**config.mk**
```make
export PLATFORM = sky130hd
export DESIGN_NAME = homotopy_word_update_unit
export DESIGN_NICKNAME = d
export VERILOG_FILES = /design/src/hdl/hwu_pkg.sv /design/src/hdl/homotopy_word_update_unit.sv /design/src/hdl/hwu_ram.sv /design/src/hdl/hwu_cross.sv
export SDC_FILE = /design/constraint.sdc
export NUM_CORES = 2
export LEC_CHECK = 0
export ABC_CLOCK_PERIOD_IN_PS = 4800
export BUFFER_PORTS_ARGS = -buffer_cell sky130_fd_sc_hd__buf_2
export CORE_ASPECT_RATIO = 1.75
export CORE_MARGIN = 2
export CORE_UTILIZATION = 38
export DETAILED_ROUTE_END_ITERATION = 12
export GPL_TIMING_DRIVEN = 0
export PLACE_DENSITY_LB_ADDON = 0.25
export SYNTH_ARGS = -nofsm -noshare
export SYNTH_HDL_FRONTEND = slang
export SYNTH_SLANG_ARGS = --single-unit
```
**constraint.sdc**
```tcl
create_clock -name clock -period 4.8 [get_ports clock]
set_clock_uncertainty 0.1 [all_clocks]
set_input_delay 1.44 -clock clock [delete_from_list [all_inputs] [get_ports clock]]
set_output_delay 1.44 -clock clock [all_outputs]
set_load 0.005 [all_outputs]
```
**src/hdl/hwu_pkg.sv**
```systemverilog
`default_nettype none

package hwu_pkg;

   localparam int MAX_OBSTACLES_DEF = 32;
   localparam int WORD_DEPTH_DEF    = 16;

   localparam int COORD_W = 24;
   localparam int SLOT_W  = 5;
   localparam int COUNT_W = 6;
   localparam int OBST_W  = 5;
   localparam int LEN_W   = 5;

   // one half in Q15.8
   localparam logic signed [COORD_W:0] HALF_Q8 = 25'sd128;

   typedef enum logic [1:0] {
      OP_LOAD  = 2'd0,
      OP_MOVE  = 2'd1,
      OP_CLEAR = 2'd2,
      OP_SPARE = 2'd3
   } op_type;

   typedef enum logic [2:0] {
      ACT_NONE     = 3'd0,
      ACT_PUSH     = 3'd1,
      ACT_POP      = 3'd2,
      ACT_OVERFLOW = 3'd3,
      ACT_DONE     = 3'd4
   } action_type;

   typedef enum logic {
      ST_IDLE = 1'b0,
      ST_SCAN = 1'b1
   } state_type;

   typedef struct packed {
      logic hit;
      logic left;
   } cross_type;

endpackage

`default_nettype wire

```
**src/hdl/homotopy_word_update_unit.sv**
```systemverilog
`default_nettype none

// Channel   Dir  Handshake              Payload
// req       in   req_tvalid/req_tready  tuser: operation; tdata: slot, obstacle, old, new
// rsp       out  rsp_tvalid/rsp_tready  tuser: action; tdata: obstacle, leftward, length
// csr       in   csr_wr_en              csr_wr_data: obstacle_count
//
// For load, clear and spare words the result is registered.
// A move scans slots up to the first crossing, at most
// min(obstacle_count, MAX_OBSTACLES), one slot per cycle from the obstacle memory.
// The stack is updated in the cycle that finds the crossing.
// Synchronous reset empties the word and clears obstacle_count; memories keep their data.
// A full output register that is not taken holds off the next request word.
module homotopy_word_update_unit #(
   parameter int MAX_OBSTACLES = hwu_pkg::MAX_OBSTACLES_DEF,
   parameter int WORD_DEPTH    = hwu_pkg::WORD_DEPTH_DEF
) (
   input  wire logic         clock,
   input  wire logic         reset,
   // request word
   input  wire logic         req_tvalid,
   output logic              req_tready,
   // [1:0] operation
   input  wire logic [1:0]   req_tuser,
   // [4:0] obstacle_slot, [28:5] obstacle_x, [52:29] obstacle_y, [76:53] old_x,
   // [100:77] old_y, [124:101] new_x, [148:125] new_y, [151:149] zero
   input  wire logic [151:0] req_tdata,
   // response word
   output logic              rsp_tvalid,
   input  wire logic         rsp_tready,
   // [2:0] action
   output logic [2:0]        rsp_tuser,
   // [4:0] crossed_obstacle, [5] crossed_leftward, [10:6] word_length, [15:11] zero
   output logic [15:0]       rsp_tdata,
   // obstacle_count register
   input  wire logic         csr_wr_en,
   input  wire logic [5:0]   csr_wr_data
);

   localparam int IDX_W  = (MAX_OBSTACLES > 1) ? $clog2(MAX_OBSTACLES) : 1;
   localparam int CNT_W  = $clog2(MAX_OBSTACLES + 1);
   localparam int SA_W   = (WORD_DEPTH > 1) ? $clog2(WORD_DEPTH) : 1;
   localparam int FILL_W = $clog2(WORD_DEPTH + 1);
   localparam int ENT_W  = IDX_W + 1;
   localparam int CW     = hwu_pkg::COORD_W;

   // request fields
   logic [hwu_pkg::SLOT_W-1:0] req_slot;
   logic [CW-1:0] req_obs_x, req_obs_y, req_old_x, req_old_y, req_new_x, req_new_y;
   hwu_pkg::op_type req_op;

   assign req_op    = hwu_pkg::op_type'(req_tuser);
   assign req_slot  = req_tdata[4:0];
   assign req_obs_x = req_tdata[28:5];
   assign req_obs_y = req_tdata[52:29];
   assign req_old_x = req_tdata[76:53];
   assign req_old_y = req_tdata[100:77];
   assign req_new_x = req_tdata[124:101];
   assign req_new_y = req_tdata[148:125];

   // control state
   hwu_pkg::state_type state_ff, state_in;
   logic [CNT_W-1:0]   chk_idx_ff, chk_idx_in;
   logic [CNT_W-1:0]   n_ff, n_in;
   logic [FILL_W-1:0]  fill_ff, fill_in;
   logic [hwu_pkg::COUNT_W-1:0] count_ff;

   // move coordinates
   logic [CW-1:0] old_x_ff, old_x_in, old_y_ff, old_y_in;
   logic [CW-1:0] new_x_ff, new_x_in, new_y_ff, new_y_in;

   // response register
   logic                      rsp_valid_ff, rsp_valid_in;
   hwu_pkg::action_type       rsp_action_ff, rsp_action_in;
   logic [hwu_pkg::OBST_W-1:0] rsp_obst_ff, rsp_obst_in;
   logic                      rsp_left_ff, rsp_left_in;
   logic [hwu_pkg::LEN_W-1:0] rsp_len_ff, rsp_len_in;

   // memories
   logic             tab_we;
   logic [IDX_W-1:0] tab_wr_addr, tab_rd_addr;
   logic [2*CW-1:0]  tab_rd_data;
   logic             stk_we;
   logic [SA_W-1:0]  stk_wr_addr, stk_rd_addr;
   logic [ENT_W-1:0] stk_wr_data, stk_rd_data;

   hwu_pkg::cross_type cross_res;
   logic               accept;
   logic [CNT_W-1:0]   chk_next;
   logic [CNT_W-1:0]   n_sel;
   logic               last;
   logic [ENT_W-1:0]   entry;

   // obstacle table: {y, x} per slot
   hwu_ram #(
      .WIDTH (2 * CW),
      .DEPTH (MAX_OBSTACLES)
   ) u_tab (
      .clock   (clock),
      .wr_en   (tab_we),
      .wr_addr (tab_wr_addr),
      .wr_data ({req_obs_y, req_obs_x}),
      .rd_addr (tab_rd_addr),
      .rd_data (tab_rd_data)
   );

   // homotopy word: {index, leftward} per entry
   hwu_ram #(
      .WIDTH (ENT_W),
      .DEPTH (WORD_DEPTH)
   ) u_stk (
      .clock   (clock),
      .wr_en   (stk_we),
      .wr_addr (stk_wr_addr),
      .wr_data (stk_wr_data),
      .rd_addr (stk_rd_addr),
      .rd_data (stk_rd_data)
   );

   hwu_cross u_cross (
      .obstacle_x (tab_rd_data[CW-1:0]),
      .obstacle_y (tab_rd_data[2*CW-1:CW]),
      .old_x      (old_x_ff),
      .old_y      (old_y_ff),
      .new_x      (new_x_ff),
      .new_y      (new_y_ff),
      .cross_res  (cross_res)
   );

   assign req_tready = (state_ff == hwu_pkg::ST_IDLE) && (!rsp_valid_ff || rsp_tready);
   assign accept     = req_tvalid && req_tready;

   assign chk_next = CNT_W'(chk_idx_ff + 1'b1);
   assign last     = (chk_next == n_ff);
   assign n_sel    = (32'(count_ff) > MAX_OBSTACLES) ? CNT_W'(MAX_OBSTACLES)
                                                     : CNT_W'(count_ff);
   assign entry    = {chk_idx_ff[IDX_W-1:0], cross_res.left};

   // top of word, kept on the read port; stable through a scan
   assign stk_rd_addr = (fill_ff == '0) ? '0 : SA_W'(fill_ff - 1'b1);
   assign stk_wr_addr = SA_W'(fill_ff);
   assign stk_wr_data = entry;
   assign tab_wr_addr = IDX_W'(req_slot);

   always_comb begin
      state_in      = state_ff;
      chk_idx_in    = chk_idx_ff;
      n_in          = n_ff;
      fill_in       = fill_ff;
      old_x_in      = old_x_ff;
      old_y_in      = old_y_ff;
      new_x_in      = new_x_ff;
      new_y_in      = new_y_ff;
      rsp_valid_in  = rsp_valid_ff && !rsp_tready;
      rsp_action_in = rsp_action_ff;
      rsp_obst_in   = rsp_obst_ff;
      rsp_left_in   = rsp_left_ff;
      rsp_len_in    = rsp_len_ff;
      tab_we        = 1'b0;
      tab_rd_addr   = '0;
      stk_we        = 1'b0;

      case (state_ff)
         hwu_pkg::ST_IDLE: begin
            if (accept) begin
               rsp_obst_in = '0;
               rsp_left_in = 1'b0;
               rsp_len_in  = hwu_pkg::LEN_W'(fill_ff);
               case (req_op)
                  hwu_pkg::OP_LOAD: begin
                     // out-of-range slots are dropped
                     tab_we        = (32'(req_slot) < MAX_OBSTACLES);
                     rsp_valid_in  = 1'b1;
                     rsp_action_in = hwu_pkg::ACT_DONE;
                  end
                  hwu_pkg::OP_CLEAR: begin
                     fill_in       = '0;
                     rsp_valid_in  = 1'b1;
                     rsp_action_in = hwu_pkg::ACT_DONE;
                     rsp_len_in    = '0;
                  end
                  hwu_pkg::OP_MOVE: begin
                     old_x_in   = req_old_x;
                     old_y_in   = req_old_y;
                     new_x_in   = req_new_x;
                     new_y_in   = req_new_y;
                     n_in       = n_sel;
                     chk_idx_in = '0;
                     if (n_sel == '0) begin
                        rsp_valid_in  = 1'b1;
                        rsp_action_in = hwu_pkg::ACT_NONE;
                     end else begin
                        state_in = hwu_pkg::ST_SCAN;
                     end
                  end
                  default: begin
                     rsp_valid_in  = 1'b1;
                     rsp_action_in = hwu_pkg::ACT_NONE;
                  end
               endcase
            end
         end
         hwu_pkg::ST_SCAN: begin
            // table data on the port belongs to slot chk_idx_ff
            tab_rd_addr = last ? '0 : chk_next[IDX_W-1:0];
            if (cross_res.hit) begin
               state_in     = hwu_pkg::ST_IDLE;
               rsp_valid_in = 1'b1;
               rsp_obst_in  = hwu_pkg::OBST_W'(chk_idx_ff);
               rsp_left_in  = cross_res.left;
               if ((fill_ff != '0) &&
                   (stk_rd_data == {chk_idx_ff[IDX_W-1:0], ~cross_res.left})) begin
                  fill_in       = FILL_W'(fill_ff - 1'b1);
                  rsp_action_in = hwu_pkg::ACT_POP;
               end else if (32'(fill_ff) < WORD_DEPTH) begin
                  stk_we        = 1'b1;
                  fill_in       = FILL_W'(fill_ff + 1'b1);
                  rsp_action_in = hwu_pkg::ACT_PUSH;
               end else begin
                  rsp_action_in = hwu_pkg::ACT_OVERFLOW;
               end
               rsp_len_in = hwu_pkg::LEN_W'(fill_in);
            end else if (last) begin
               state_in      = hwu_pkg::ST_IDLE;
               rsp_valid_in  = 1'b1;
               rsp_action_in = hwu_pkg::ACT_NONE;
               rsp_obst_in   = '0;
               rsp_left_in   = 1'b0;
               rsp_len_in    = hwu_pkg::LEN_W'(fill_ff);
            end else begin
               chk_idx_in = chk_next;
            end
         end
         default: begin
            state_in = hwu_pkg::ST_IDLE;
         end
      endcase
   end

   always_ff @(posedge clock) begin
      if (reset) begin
         state_ff     <= hwu_pkg::ST_IDLE;
         chk_idx_ff   <= '0;
         n_ff         <= '0;
         fill_ff      <= '0;
         count_ff     <= '0;
         rsp_valid_ff <= 1'b0;
      end else begin
         state_ff     <= state_in;
         chk_idx_ff   <= chk_idx_in;
         n_ff         <= n_in;
         fill_ff      <= fill_in;
         rsp_valid_ff <= rsp_valid_in;
         if (csr_wr_en) begin
            count_ff <= csr_wr_data;
         end
      end
   end

   always_ff @(posedge clock) begin
      old_x_ff      <= old_x_in;
      old_y_ff      <= old_y_in;
      new_x_ff      <= new_x_in;
      new_y_ff      <= new_y_in;
      rsp_action_ff <= rsp_action_in;
      rsp_obst_ff   <= rsp_obst_in;
      rsp_left_ff   <= rsp_left_in;
      rsp_len_ff    <= rsp_len_in;
   end

   assign rsp_tvalid = rsp_valid_ff;
   assign rsp_tuser  = rsp_action_ff;
   assign rsp_tdata  = {5'b0, rsp_len_ff, rsp_left_ff, rsp_obst_ff};

`ifndef SYNTHESIS
   // word never grows past its depth
   a_fill_bound: assert property (@(posedge clock) disable iff (reset)
      32'(fill_ff) <= WORD_DEPTH)
      else $error("homotopy word fill beyond depth");

   // fill moves by one step or drops to empty on a clear
   a_fill_step: assert property (@(posedge clock) disable iff (reset)
      !$past(reset) && (fill_ff != $past(fill_ff)) |->
         (fill_ff == FILL_W'($past(fill_ff) + 1'b1)) ||
         (fill_ff == FILL_W'($past(fill_ff) - 1'b1)) || (fill_ff == '0))
      else $error("homotopy word fill jumped");

   // response register is free for the whole scan
   a_scan_rsp_free: assert property (@(posedge clock) disable iff (reset)
      (state_ff == hwu_pkg::ST_SCAN) |-> !rsp_valid_ff)
      else $error("response pending during scan");

   // a scan that ends leaves a response behind
   a_scan_ends: assert property (@(posedge clock) disable iff (reset)
      (state_ff == hwu_pkg::ST_SCAN) && (state_in == hwu_pkg::ST_IDLE) |=> rsp_valid_ff)
      else $error("scan ended without response");
`endif

endmodule

`default_nettype wire

```
**src/hdl/hwu_ram.sv**
```systemverilog
`default_nettype none

module hwu_ram #(
   parameter int WIDTH = 8,
   parameter int DEPTH = 16
) (
   input  wire logic                                  clock,
   input  wire logic                                  wr_en,
   input  wire logic [(DEPTH > 1 ? $clog2(DEPTH) : 1)-1:0] wr_addr,
   input  wire logic [WIDTH-1:0]                      wr_data,
   input  wire logic [(DEPTH > 1 ? $clog2(DEPTH) : 1)-1:0] rd_addr,
   output logic      [WIDTH-1:0]                      rd_data
);

   logic [WIDTH-1:0] mem_ff [DEPTH];
   logic [WIDTH-1:0] rd_data_ff;

   always_ff @(posedge clock) begin
      if (wr_en) begin
         mem_ff[wr_addr] <= wr_data;
      end
      rd_data_ff <= mem_ff[rd_addr];
   end

   assign rd_data = rd_data_ff;

endmodule

`default_nettype wire

```
**src/hdl/hwu_cross.sv**
```systemverilog
`default_nettype none

// Crossing test of one obstacle against the move segment.
module hwu_cross (
   input  wire logic [hwu_pkg::COORD_W-1:0] obstacle_x,
   input  wire logic [hwu_pkg::COORD_W-1:0] obstacle_y,
   input  wire logic [hwu_pkg::COORD_W-1:0] old_x,
   input  wire logic [hwu_pkg::COORD_W-1:0] old_y,
   input  wire logic [hwu_pkg::COORD_W-1:0] new_x,
   input  wire logic [hwu_pkg::COORD_W-1:0] new_y,
   output hwu_pkg::cross_type               cross_res
);

   logic signed [hwu_pkg::COORD_W:0] bx;
   logic signed [hwu_pkg::COORD_W:0] ox;
   logic signed [hwu_pkg::COORD_W:0] nx;
   logic signed [hwu_pkg::COORD_W-1:0] by;
   logic signed [hwu_pkg::COORD_W-1:0] oy;
   logic signed [hwu_pkg::COORD_W-1:0] ny;
   logic below;
   logic go_left;
   logic go_right;

   always_comb begin
      bx = $signed({obstacle_x[hwu_pkg::COORD_W-1], obstacle_x}) + hwu_pkg::HALF_Q8;
      ox = $signed({old_x[hwu_pkg::COORD_W-1], old_x});
      nx = $signed({new_x[hwu_pkg::COORD_W-1], new_x});
      by = $signed(obstacle_y);
      oy = $signed(old_y);
      ny = $signed(new_y);
      below    = (oy >= by) && (ny >= by);
      go_left  = (ox > bx) && (nx < bx);
      go_right = (ox < bx) && (nx > bx);
      cross_res.hit  = below && (go_left || go_right);
      cross_res.left = go_left;
   end

endmodule

`default_nettype wire
```
Word level (Yosys, flattened, before mapping)
Memory sizes are Yosys's and may differ from the RTL's. A register that Yosys moved wholly into a read port is not among the register bits.
Cells that the tools add are included.
{"block": "totals", "ff_bits": 135, "mem_bits_rw": 1632, "in_bits": 165, "output_inout_bits": 21, "wordCells": 120, "n_memories": 2}
{"block": "classes", "addsub": 4, "magnitude_cmp": 8, "n_eq_ne": 11, "mux": 57, "bitwise": 2, "n_reduce_logical": 22}
{"memory": "u_tab.mem_ff", "depth": 32, "width": 48, "read_ports": 1, "rd_clocked_by_memory_dff": 1, "wr": 1, "line": "hwu_ram.sv:15", "rtl": "logic [WIDTH-1:0] mem_ff [DEPTH];"}
{"memory": "u_stk.mem_ff", "depth": 16, "width": 6, "read_ports": 1, "rd_clocked_by_memory_dff": 1, "wr": 1, "line": "hwu_ram.sv:15"}
{"cell": "two-way mux 5 bit", "count": 12}
{"cell": "greater-than comparator 24 x 25 -> 1 bit", "count": 2}
{"cell": "< comparator 24 x 25 -> 1 bit", "count": 2}
{"cell": ">= comparator 24 bit", "count": 2}
{"cell": "two-way mux 6 bit", "count": 5}
{"cell": "one-hot mux 5 bit (2 select lines)", "count": 3}
{"cell": "adder 24 x 9 -> 25 bit, second input constant", "count": 1}
{"cell": "two-way mux 1 bit", "count": 24}
{"cell": "equality test 6 bit", "count": 2}
{"cell": "two-way mux 3 bit", "count": 4}
{"cell": "one-hot mux 3 bit (2 select lines)", "count": 2}
{"cell": "one-hot mux 6 bit (2 select lines)", "count": 1}
{"cell": "logical AND 1 bit", "count": 8}
{"cell": "adder 6 x 1 -> 6 bit, second input constant", "count": 1}
{"cell": "greater-than comparator 6 bit, second input constant", "count": 1}
{"cell": "zero test 6 bit", "count": 1}
{"cell": "!= test 2 bit, second input constant", "count": 3}
{"cell": "one-hot mux 1 bit (2 select lines)", "count": 3}
{"cell": "AND reduction 3 bit", "count": 2}
{"cell": "adder 5 x 1 -> 5 bit, second input constant", "count": 1}
{"cell": "zero test 5 bit", "count": 1}
{"cell": "< comparator 5 bit, second input constant", "count": 1}
{"cell": "nonzero test 5 bit", "count": 1}
{"cell": "subtractor 5 x 1 -> 5 bit, second input constant", "count": 1}
{"cell": "other kinds (14)", "count": 20}

Logic depth before layout (Yosys ltp)
{"block": "depth", "depth_word": 11, "depth_mapped": 19, "ltp_nobuf": 17}

Hierarchy
A second synthesis with hierarchy kept.
{"block": "hier_totals", "hier_cells": 4226, "area_unflattened_um2": 72439.5}
{"module": "hwu_ram (u_tab)", "instances": 1, "cells_each": 3364, "area_per_inst_um2": 60724.5, "seq_area_each_um2": 47085.2}
{"module": "homotopy_word_update_unit", "instances": 1, "cells_each": 334, "area_per_inst_um2": 5052.3, "seq_area_each_um2": 3803.6}
{"module": "hwu_ram (u_stk)", "instances": 1, "cells_each": 178, "area_per_inst_um2": 3895.0, "seq_area_each_um2": 3002.9}
{"module": "hwu_cross", "instances": 1, "cells_each": 350, "area_per_inst_um2": 2767.7, "seq_area_each_um2": 0.0}

Worst setup path before layout
OpenSTA, ideal clock, no wires.
{"block": "synth_path", "path_kind": "input to register", "start": "in rsp_tready", "end": "mem u_tab.mem_ff[28][0] (netlist bit), enable pin", "setup_ns": 0.454, "arrival_time_ns": 4.580, "required_ns": 4.246, "setup_slack_ns": -0.334, "stages": 6, "path_buffers": 0, "path_cell_list": "nand2b_1 and2_1 nand2_1 nor4b_1 nand3_1 nor2_1"}
{"block": "synth_via", "elab_chain_cells": 7}
{"element": "start, declared", "line": "homotopy_word_update_unit.sv:30", "rtl": "input wire logic rsp_tready,"}
{"element": "logical OR 1 bit", "line": "homotopy_word_update_unit.sv:130", "rtl": "assign req_tready = (state_ff == hwu_pkg::ST_IDLE) && (!rsp_valid_ff || rsp_tready);"}
{"element": "logical AND 1 bit", "line": "homotopy_word_update_unit.sv:130"}
{"element": "via req_tready", "line": "homotopy_word_update_unit.sv:22", "rtl": "output logic req_tready,"}
{"element": "logical AND 1 bit", "line": "homotopy_word_update_unit.sv:131", "rtl": "assign accept = req_tvalid && req_tready;"}
{"element": "two-way mux 1 bit", "line": "homotopy_word_update_unit.sv:165", "rtl": "if (accept) begin"}
{"element": "two-way mux 1 bit", "line": "homotopy_word_update_unit.sv:163", "rtl": "case (state_ff)"}
{"element": "two-way mux 1 bit", "line": "hwu_ram.sv:19", "rtl": "if (wr_en) begin"}
{"element": "two-way mux 1 bit (not written as such)", "line": "hwu_ram.sv:20", "rtl": "mem_ff[wr_addr] <= wr_data;"}
{"element": "end, declared", "line": "hwu_ram.sv:15"}
The timed path passes the listed nets, and every way through them passes these cells.

Worst setup path after layout
{"block": "layout_path", "start": "reg chk_idx_ff[0]", "end": "reg u_tab.rd_data_ff[8], in the netlist u_tab.rd_data[8], read port of u_tab.mem_ff"}
{"block": "layout_via", "elab_chain_cells": 4}
{"element": "start, declared", "line": "homotopy_word_update_unit.sv:63", "rtl": "logic [CNT_W-1:0] chk_idx_ff, chk_idx_in;"}
{"element": "start signal, assigned", "line": "homotopy_word_update_unit.sv:250", "rtl": "chk_idx_ff <= chk_idx_in;"}
{"element": "adder 6 x 1 -> 6 bit *", "line": "homotopy_word_update_unit.sv:133", "rtl": "assign chk_next = CNT_W'(chk_idx_ff + 1'b1);"}
{"element": "equality test 6 bit", "line": "homotopy_word_update_unit.sv:134", "rtl": "assign last = (chk_next == n_ff);"}
{"element": "two-way mux 5 bit *", "line": "homotopy_word_update_unit.sv:205", "rtl": "tab_rd_addr = last ? '0 : chk_next[IDX_W-1:0];"}
{"element": "two-way mux 5 bit *", "line": "homotopy_word_update_unit.sv:163"}
{"element": "end, declared", "line": "hwu_ram.sv:16", "rtl": "logic [WIDTH-1:0] rd_data_ff;"}
Mark *: on every way between the ends. The rest lies on a longest branch, timed or not.
A chain may end at the register's enable or synchronous reset.

==> reports/summary.txt <==
========================================================================================
Result of the run                                                           complete, but fails checks
Violations in the final reports                                             setup timing
Netlist area before placement                                               0.07387 sq mm
Core Rows                                                                            214
Fraction of final layout cells with drive strength greater than 1                 0.1462
Sw power                                                                         6955 uW
Post-synthesis instance total                                                       5347
Cells along the critical path                                               clkbuf_4 -> nand2b_1 -> clkbuf_2 -> clkbuf_2 -> clkbuf_2 -> buf_1 -> or3_1 -> o211ai_1 -> a21oi_1 -> a31oi_1 -> a221oi_1
Most frequent CP cell                                                       sky130_fd_sc_hd__clkbuf_2
Number of enable flip-flop cells after synthesis                                    1742
Most common library cell in the layout ignoring fill and taps               sky130_fd_sc_hd__edfxtp_1
Avg WL per Cell                                                             29.41 microns
Portion of the clock cycle consumed by the worst path in the final layout          1.011
Detailed-route DRC error count                                                         0
Effective utilization at floorplan                                                0.3816
Largest net degree at the start of global routing                                     50
Via count of the first global-routing pass                                        49.21k
Clock power share                                                                  0.401
Post-Syn Area per Cell                                                       13.81 sq um
Die height                                                                  587.2 microns
Final nets                                                                          6040
Final number of hold-violating endpoints                                               0
First drt pass iteration count                                                         6
Max-slew violation total from the final report                                         0
Fraction of synthesis flops using an asynchronous set or reset pin                     0
I/O pins                                                                             186
Worst-skew pair later-pin latency                                                 830 ps
Total GRT Usage                                                                   0.2479
Final weighted congestion in routability-driven placement                         0.8947
Required time at the worst-slack endpoint                                        5350 ps
Worst Max-Slew Pin Slew                                                          1388 ps
Portion of total power attributed to combinational logic                           0.046
Register bit total from synthesis                                                   1821
GRT Residual Overflow                                                                  0
Total number of yosys warnings                                                         0
Worst path max stage delay                                                        770 ps
Layout Utilization                                                                0.4434
Setup tns final                                                                -101.0 ps
Worst slew slack as a fraction of its limit                                      0.07473
PortBufs                                                                             176
CTS H-Tree Depth                                                                       4
Leakage Power                                                                 0.02775 uW
Clock buffer count from CTS                                                          168
Sequential group share of total power                                              0.553
Root buf cell                                                               sky130_fd_sc_hd__clkbuf_16
Worst hold path type                                                             reg2reg
Setup slack of the critical path after layout                                  -52.37 ps
Share of the yosys chip area belonging to registers                               0.7296
Maximum buffer depth of the clock tree                                                 4
Netlist cell types                                                                    68
Number of vias in the routed layout                                               48.89k
Maximum operating frequency                                                    206.1 MHz
Finish-stage setup viols                                                               2
Power per Cell Area                                                         368.9 mW/mm^2
Top FF cell, synth                                                          sky130_fd_sc_hd__edfxtp_1
Area enclosed by the die boundary                                           0.1981 sq mm
Initial antenna violation count                                                       22
Area delta synth->final                                                           16.20%
Maximum vdd drop                                                             0.0002694 V
Crit path DAT                                                                    5410 ps
Sw Share                                                                          0.2197
Via-to-Cell Ratio                                                                  5.758
Number of maximum-capacitance constraint violations                                    0
Sort of element at the start of the critical path                               register
Critical path's slowest cell                                                sky130_fd_sc_hd__buf_1
TritonCTS clock tree                                                                done
Final worst path period need                                                     4852 ps
Path type of the worst setup path                                                reg2reg
Kind of end point of the critical path                                          register
Sum of net half-perimeters after detailed placement                         178100 microns
Core outline area                                                           0.1936 sq mm
Total clock sinks                                                                   1821
Commonest cells after routing, fill and taps aside                          1742 x sky130_fd_sc_hd__edfxtp_1, 827 x sky130_fd_sc_hd__nand2_1, 413 x sky130_fd_sc_hd__or3_1
Starting DRC count in detailed routing                                              4909
Antenna-violating nets left                                                            0
Max FO, Critical Path                                                                 18
Register clock-pin slew on the reported worst setup and hold paths                 60 ps
Internal power                                                                  24710 uW
Final Routed Wirelength                                                     249700 microns
Setup repair after global routing missed its margin                                  yes
Wire length of the first global-routing pass                                350600 microns
Floorplan die width                                                         337.3 microns
Number of fillers in the final layout                                             17.22k
========================================================================================
## synthesized netlist by cell type (all sizes together) (4+ instances only)
master  number  share of area
o21a         7        0.00071
a21o        23         0.0023
clkbuf     366          0.019
nand3      317          0.021
nor3        12        0.00081
nor3b        6        0.00061
xnor2       11         0.0013
dfxtp       79          0.021
edfxtp    1742           0.71
ha         101          0.017
o21ai       47         0.0032
nand2b      14         0.0012
or3        413          0.035
a211oi      65         0.0066
o211ai     397          0.040
a31oi      211          0.018
a221oi      49         0.0058
and3        62         0.0053
nand2      828          0.042
nor2        79         0.0040
mux2        50         0.0077
o21bai       4        0.00041
or4          5        0.00056
a21oi      237          0.016
and2        21         0.0018
nand4       17         0.0016
and4         8        0.00097
nor2b       12         0.0010
a21boi       4        0.00041
nand3b       5        0.00051
xor2        22         0.0026
buf         40         0.0028
mux2i       11         0.0017
inv         43         0.0022
mux4         6         0.0018
nor4         5        0.00042
## power by group through the flow
stage	combinational [uW]	sequential, uW	clock [uW]
after global routing	1530	17500	13300
after detailed placement	1390	17900	0
final	1440	17500	12700
after CTS	1420	17500	12800
after floorplan	604	17900	0
after global placement	1330	17900	0
## metrics by stage
| stage | std cells | hold slack, ps | worst slack, ps | power [uW] | cell area [sq um] |
|---|---|---|---|---|---|
| detailed placement | 8184 | 362.1 | -3779 | 19250 | 79630 |
| global placement | 8119 | 359.3 | -3934 | 19200 | 78050 |
| global route | 8487 | 420.3 | -64.03 | 32380 | 85820 |
| finish | 8491 | 370.5 | -52.37 | 31660 | 85830 |
| floorplan | 5351 | 348.8 | -333.7 | 18460 | 73930 |
| CTS | 8478 | 371.1 | -21.48 | 31750 | 85580 |
## sequential cells by signal, indices dropped and copies added (netlist names)
name and count:
chk_idx_ff 6, count_ff 6, fill_ff 5, n_ff 6, new_x_ff 24, new_y_ff 24
old_x_ff 24, old_y_ff 24, rsp_left_ff 1, rsp_len_ff 5, rsp_obst_ff 5, rsp_tuser 3
rsp_tvalid 1, state_ff 1, u_stk.mem_ff 96, u_stk.rd_data 6, u_tab.mem_ff 1536, u_tab.rd_data 48
## critical path, delay by kind of cell (launching register included)
kind                   cells  cell delay, ps
flip-flops                 1             500
AO/OA/AOI/OAI              4             880
buffers and inverters      5            2800
AND/OR/NAND/NOR            2             350
## per-layer routing
| metal | GRT usage | vias up | wire length (microns) |
|---|---|---|---|
| li1 | - | 21380 | - |
| met1 | 0.2611 | 24670 | 83330 |
| met2 | 0.4407 | 2082 | 128400 |
| met3 | 0.03871 | 741 | 15770 |
| met4 | 0.1868 | 20 | 22080 |
| met5 | 0 | - | 127 |
## cells by family (layout without fill, tap and decap cells)
family          after synthesis  in the layout  synth area share
flops                      1821           1821            0.7296
simple gates               1810           1810            0.1180
compound gates             1065           1065           0.09652
buf+inv                     449            988           0.02361
fa+ha+maj                   101            101           0.01711
mux                          67             67           0.01121
xor+xnor                     33             33          0.003913
other cells                   1             14        0.00005077
## worst paths after layout
path	slack, ps	depth (start not counted)	endpoint	start
max	-50	11	u_tab.rd_data[8]	chk_idx_ff[0]
min	370	2	n_ff[5]	n_ff[5]
max reg2reg	-50	11	u_tab.rd_data[8]	chk_idx_ff[0]
min reg2reg	370	2	n_ff[5]	n_ff[5]
## final cells by class
class / count / area, sq um / area share
Buffer: 404 / 1949 / 0.02271
Timing Repair Buffer: 255 / 2386 / 0.02780
Clock inverter: 75 / 504.2 / 0.005875
Sequential cell: 1821 / 53940 / 0.6284
Antenna cell: 9 / 22.52 / 0.0002624
Inverter: 43 / 163.9 / 0.001910
Multi-Input combinational cell: 3081 / 19190 / 0.2235
Tap cell: 2592 / 3243 / 0.03779
Clock buffer: 211 / 4437 / 0.05169
## what timing repair did
action,4_1_cts,5_1_grt
setup buffers,10,4
gates resized for setup,305,107
pin swaps,16,14
hold buffers,0,0
endpoints found under the setup margin,171,153
cloned,0,0
Note: power is estimated with default switching activity, not from simulation.
